<file path="config.mk">
export PLATFORM = sky130hd
export DESIGN_NAME = tli_div
export DESIGN_NICKNAME = d
export VERILOG_FILES = /design/src/rtl/tli_pkg.sv /design/src/rtl/tli_div.sv
export SDC_FILE = /design/constraint.sdc
export NUM_CORES = 1
export LEC_CHECK = 0
export BUFFER_PORTS_ARGS = -buffer_cell sky130_fd_sc_hd__buf_2
export CORE_MARGIN = 10
export CORE_UTILIZATION = 49
export DETAILED_ROUTE_END_ITERATION = 8
export PLACE_DENSITY = 0.79
export SETUP_SLACK_MARGIN = 0.5
export SYNTH_ARGS = -nofsm -noshare
export SYNTH_HDL_FRONTEND = slang
export SYNTH_SLANG_ARGS = --single-unit
</file>
<file path="constraint.sdc">
create_clock -name clk -period 6.6 [get_ports clk]
set_input_delay 0.66 -clock clk [delete_from_list [all_inputs] [get_ports clk]]
set_output_delay 0.66 -clock clk [all_outputs]
set_load 0.01 [all_outputs]
</file>
<file path="src/rtl/tli_pkg.sv">
`timescale 1ns / 1ps

package tli_pkg;

  // Table geometry
  localparam int TABLE_DEPTH = 256;
  localparam int ADDR_W      = 8;
  localparam int COUNT_W     = 9;
  localparam int DATA_W      = 32;

  // Quotient bits kept by the divider; anything at or above 2**35 saturates
  localparam int QUOT_W      = 35;

  // Item opcodes
  localparam logic OP_LOAD  = 1'b0;
  localparam logic OP_QUERY = 1'b1;

  // Divider status toward the sequencer
  typedef struct packed {
    logic busy;
    logic done;
  } div_status_t;

endpackage

</file>
<file path="src/rtl/tli_div.sv">
`timescale 1ns / 1ps

// Restoring unsigned divider, one quotient bit per cycle.
// The caller supplies the high part of the dividend as the starting
// remainder (already below the divisor) and the low QUOT_W bits.
module tli_div import tli_pkg::*; (
  input  logic                clk,
  input  logic                rst,
  input  logic                start,
  input  logic [QUOT_W-1:0]   dividend_lo,
  input  logic [DATA_W-1:0]   rem_init,
  input  logic [DATA_W-1:0]   divisor,
  output div_status_t         status,
  output logic [QUOT_W-1:0]   quotient
);

  localparam int CNT_W = $clog2(QUOT_W + 1);

  logic [DATA_W-1:0] rem;
  logic [DATA_W-1:0] dsr;
  logic [QUOT_W-1:0] qsh;
  logic [CNT_W-1:0]  count;
  logic              busy;
  logic              done;
  logic [DATA_W:0]   trial;
  logic              take;

  // One trial subtraction per step
  assign trial = {rem, qsh[QUOT_W-1]};
  assign take  = trial >= {1'b0, dsr};

  always_ff @(posedge clk) begin
    if (rst) begin
      busy  <= 1'b0;
      done  <= 1'b0;
      count <= '0;
    end else begin
      done <= 1'b0;
      if (start) begin
        busy  <= 1'b1;
        count <= CNT_W'(QUOT_W);
      end else if (busy) begin
        count <= count - 1'b1;
        if (count == CNT_W'(1)) begin
          busy <= 1'b0;
          done <= 1'b1;
        end
      end
    end
  end

  // Datapath
  always_ff @(posedge clk) begin
    if (start) begin
      rem <= rem_init;
      dsr <= divisor;
      qsh <= dividend_lo;
    end else if (busy) begin
      rem <= take ? DATA_W'(trial - {1'b0, dsr}) : trial[DATA_W-1:0];
      qsh <= {qsh[QUOT_W-2:0], take};
    end
  end

  assign status.busy = busy;
  assign status.done = done;
  assign quotient    = qsh;

  property p_no_restart;
    @(posedge clk) disable iff (rst) start |-> !busy;
  endproperty
  a_no_restart: assert property (p_no_restart)
    else $error("divider restarted while busy");

endmodule

</file>
Word level (Yosys, flattened, before mapping)

Cells that the tools add are included.

Bits in registers: 107
Bits of input ports: 102
Output and inout port bits: 37
Logic and storage cells: 26

Add/subtract/negate cells: 2
Order comparisons: 1
Eq/ne operators: 1
Multiplexer cells: 11
Bitwise gates (word level): 1
Reductions and logical operators: 3

Operator list:

| cell                  | number |
|---|---|
| $mux W32              | 3 |
| $mux W35              | 2 |
| $ge A33 B32 Y1        | 1 |
| $sub A32 B32 Y32      | 1 |
| $mux W6               | 2 |
| $eq A6 B1 Y1 const B  | 1 |
| $sub A6 B1 Y6 const B | 1 |
| $mux W1               | 4 |
| $reduce_or A3 Y1      | 1 |
| $reduce_bool A2 Y1    | 1 |
| $reduce_or A2 Y1      | 1 |
| $not A1 Y1            | 1 |

Depth between registers and ports, before layout

Word-level depth: 4
Mapped depth: 13
Mapped depth without buffers: 12

Least setup slack after synthesis

No wires, ideal clock.

Kind: register to register
Start point: register qsh[34], in the netlist quotient[34]
End point: register rem[24], data pin
Library setup time: 261 ps
Data arrival time: 2768 ps
Required time: 6339 ps
Setup slack: 3571 ps
Cell stages (with the launch flop): 13
Buffers on the path: 0
Clock period less this slack: 3029 ps
Path through: edfxtp_1 > inv_1 > ha_1 > inv_1 > fa_1 > a21o_1 > a311oi_1 > nor3_1 > nand4b_2 > a2111oi_2 > o21ai_1 > xor2_1 > a221o_1

Word-level cells in the longest chain between the ends: 4
Elaborated cells between the ends (all ways): 5
Classes of those cells: 1 x add/sub; 1 x order compare; 3 x mux

Ends and longest elaborated chain:

| element                                                   | RTL line                     | text |
|---|---|---|
| from (decl)                                               | tli_div.sv:21                | `logic [QUOT_W-1:0] qsh;` |
| from (signal assigned)                                    | tli_div.sv:57                | `qsh <= dividend_lo;` |
| from (signal assigned)                                    | tli_div.sv:60                | `qsh <= {qsh[QUOT_W-2:0], take};` |
| $sub A32 B32 Y32 / $ge A33 B32 Y1 (equally long branches) | tli_div.sv:59, tli_div.sv:30 |  |
| $mux W32 (*)                                              | tli_div.sv:59                | `rem <= take ? DATA_W'(trial - {1'b0, dsr}) : trial[DATA_W-1:0];` |
| $mux W32 (*)                                              | tli_div.sv:58                | `end else if (busy) begin` |
| $mux W32 (*)                                              | tli_div.sv:54                | `if (start) begin` |
| to (signal assigned)                                      | tli_div.sv:55                | `rem <= rem_init;` |
| to (signal assigned)                                      | tli_div.sv:59                |  |
| to (decl)                                                 | tli_div.sv:19                | `logic [DATA_W-1:0] rem;` |

Every way passes the cells marked *; elsewhere a longest branch is shown, timed or not. The select of a mux whose other input is x is not followed.
A chain may end at the register's enable or synchronous reset.

Worst setup path after layout

Start point: register rem[17]
End point: register rem[30], data pin

Word-level cells in the longest chain between the ends: 4
Elaborated cells between the ends (all ways): 5
Classes of those cells: 1 x add/sub; 1 x order compare; 3 x mux

Ends and longest elaborated chain:

| element                                                   | RTL line |
|---|---|
| $sub A32 B32 Y32 / $ge A33 B32 Y1 (equally long branches) | tli_div.sv:59, tli_div.sv:30 |
| $mux W32 (*)                                              | tli_div.sv:59 |
| $mux W32 (*)                                              | tli_div.sv:58 |
| $mux W32 (*)                                              | tli_div.sv:54 |

Marks and branches as above.

==> impl_metrics.tcl <==
set metrics [dict create \
    yosysWarnings 0 \
    muxShareOfSynthArea_pct 6.691 \
    coreArea_mm2 0.01314 \
    crit_path_end_kind "flop" \
    rr_worst_depth 9 \
    synthAdderAreaFrac_pct 6.845 \
    ys_top_cells_by_area "edfxtp_1, ha_1, mux2_2, a21oi_1, nand2_1" \
    area_growth_pct 16.34 \
    wirelength_um 16690 \
    yosysMostFrequentCell "edfxtp_1" \
    synthXorXnorAreaFrac_pct 3.499 \
    grt_max_degree 68 \
    start_util_pct 49.53 \
    postPlaceCellArea_mm2 0.007267 \
    dp_cells 888 \
    gp_congestion 0.9067 \
    whs_path_depth 1 \
    fp-row-count 42 \
    fin_nets 860 \
    finalHoldViolations 0 \
    grt_pass1_vias 5375 \
    post_cts_resized 0 \
    dp_hpwl_um 12470 \
    drive_above_1_share_pct 29.53 \
    cts.clk_slew.worst_paths_ns 0.08 \
    r2r-end "rem[30]" \
    power.density_mw_per_mm2 324.7 \
    ys.flop_type "edfxtp_1" \
    p_leak_nw 3.177 \
    start_kind "flop" \
    numClockSinks 107 \
    h-tree-depth 3 \
    synthArstFlopShare_pct 0 \
    track_usage_pct 18.37 \
    rsz0062_at_grt "no" \
    reg2reg_from "rem[17]" \
    die_x_um 135.2 \
    firstDrtPassIters 5 \
    report.final.slew_viol_count 0 \
    n_antenna_cell 0 \
    cts_buffers 9 \
    clockRootBuffer "clkbuf_16" \
    ys_ff_latch 107 \
    synth_top_cell_area_share_pct 45.68 \
    die_y_um 135.2 \
    viasPerCell 5.738 \
    timing.fmax_ghz 0.2921 \
    synth.avg_cell_area_um2 10.88 \
    setup_slack_ns 3.177 \
    vias 5187 \
    ys_types 77 \
    skew_ns 0.01381 \
    yosys.area.top_type "edfxtp_1" \
    hold_path.class "in2reg" \
    setup_tns_ns 0 \
    post_cts_buffers 0 \
    syn_nets 735 \
    synth_compound_area_share_pct 16.69 \
    syn_inst 598 \
    required_ns 6.71 \
    period_minus_slack_ns 3.423 \
    dieArea_mm2 0.01829 \
    postCtsHoldBufs 0 \
    fin_cells 904 \
    drv_cap 0 \
    setup_viol 0 \
    port-buffer-count 138 \
    critPathKind "reg2reg" \
    grt_pass1_wl_um 27140 \
    synth_edf_count 99 \
    worstHoldEndpoint "dsr[25]" \
    tightest_slew_ns 1.046 \
    fin_area_mm2 0.007571 \
    synth_top_family_by_area "compound AO/OA/AOI/OAI gates" \
    wire_per_inst_um 18.46 \
    ys_seq_area_share_pct 48.14 \
    antenna_found_initial 1 \
    place_ws_ns 3.196 \
    r2r_slack_ns 3.18 \
    finalCritPeriodShare_pct 51.87 \
    slew_headroom_pct 30.30 \
    min_from "divisor[25]" \
    cts_tree "yes" \
    critPathArrivalTime_ns 3.54 \
    netlist_area_mm2 0.006507 \
    insertion_delay_ns 0.36 \
    post-route-drc-count 0 \
    synth_simple_gate_area_share_pct 12.88 \
    ctsLongestPathBuffers 2 \
    overflow 0 \
    detail-route-antenna-nets 0 \
    vdd_ir_drop_max_uv 230.3 \
    synth_common_cells "edfxtp_1, nand2_1, a21oi_1" \
    path_max_fanout 35 \
    io_pins 139 \
    outcome "complete, no violations" \
    initialDrtViolationCount 325 \
]
logic make-up after synthesis:
logic type,Yosys count
AOI/OAI and AO/OA,154
xor gates and xnor gates,26
adders and majority gates,35
buffers and inverters,71
DFF,107
muxes,39
and+or+nand+nor,166
area by class of cell:
type                    count  area [um2]
inverters                  44       165.2
repair buffers            141       715.7
fillers                  1158        5567
multi-input cells         420        3033
flip-flops and latches    107        3133
well taps                 176       220.2
clock inverters             7       78.83
clock buffers               9       225.2
critical path, stage by stage (launching register included):
cell	delay (ns)
edfxtp_1	0.40
ha_1	0.42
a21o_1	0.24
a21o_1	0.19
a21oi_1	0.19
o221ai_2	0.22
a221oi_4	0.36
o31a_4	0.49
nor2_1	0.26
a221o_1	0.41
per-stage QoR:
stage          hold slack, ns  util, %  power [mW]
3_5_place_dp           0.5619    55.31       1.911
6_report               0.4635    57.63       2.458
4_1_cts                0.4532    57.63       2.464
5_1_grt                0.4585    57.63       2.607
2_1_floorplan          0.5320        -       1.682
3_3_place_gp           0.5491    55.31       1.885
where the power goes:
group | total [mW] | switching, mW | internal (mW)
Sequential | 0.926 | 0.0556 | 0.870
Clock | 0.548 | 0.279 | 0.270
Combinational | 0.984 | 0.574 | 0.410
Total | 2.46 | 0.908 | 1.55
layout by cell type (no fill, tap or decap), types with 4 or more instances in the layout:
cell type / instances
nand2_1: 56
o211ai_1: 4
and3_1: 6
buf_2: 137
nor4_1: 4
xnor2_1: 17
clkbuf_16: 9
ha_1: 34
nor3_1: 13
o21ai_0: 17
buf_4: 4
dfxtp_1: 8
edfxtp_1: 99
a21oi_1: 47
o21a_1: 4
nor2_1: 34
or3_1: 6
mux2_2: 36
a2bb2oi_1: 6
o21ai_1: 6
nand4_1: 8
inv_1: 44
nand3_1: 11
a31oi_1: 19
nor4b_1: 4
a221o_1: 6
a21o_1: 10
xor2_1: 9
o21bai_1: 4
per-layer routing:
metal | up-vias | GRT usage (%) | part of all wire [%]
met3 | 22 | 8.012 | 10
met2 | 223 | 30.03 | 47
met1 | 2448 | 21.39 | 41
li1 | 2492 | - | -
met5 | - | 0 | 0.078
met4 | 2 | 5.502 | 1.4
state kept, by name, indices dropped and copies added, names as in the netlist:
| name | cells |
|---|---|
| quotient | 35 |
| dsr | 32 |
| rem | 32 |
| count | 6 |
| busy | 1 |
| done | 1 |
how the worst max path moves through the flow:
stage,from,to
2_1_floorplan,quotient[34],rem[24]
3_3_place_gp,quotient[34],rem[26]
3_5_place_dp,rem[17],rem[30]
4_1_cts,rem[17],rem[30]
5_1_grt,rem[27],rem[30]
6_report,rem[17],rem[30]
No activity file was read; power rests on OpenSTA's default activity.
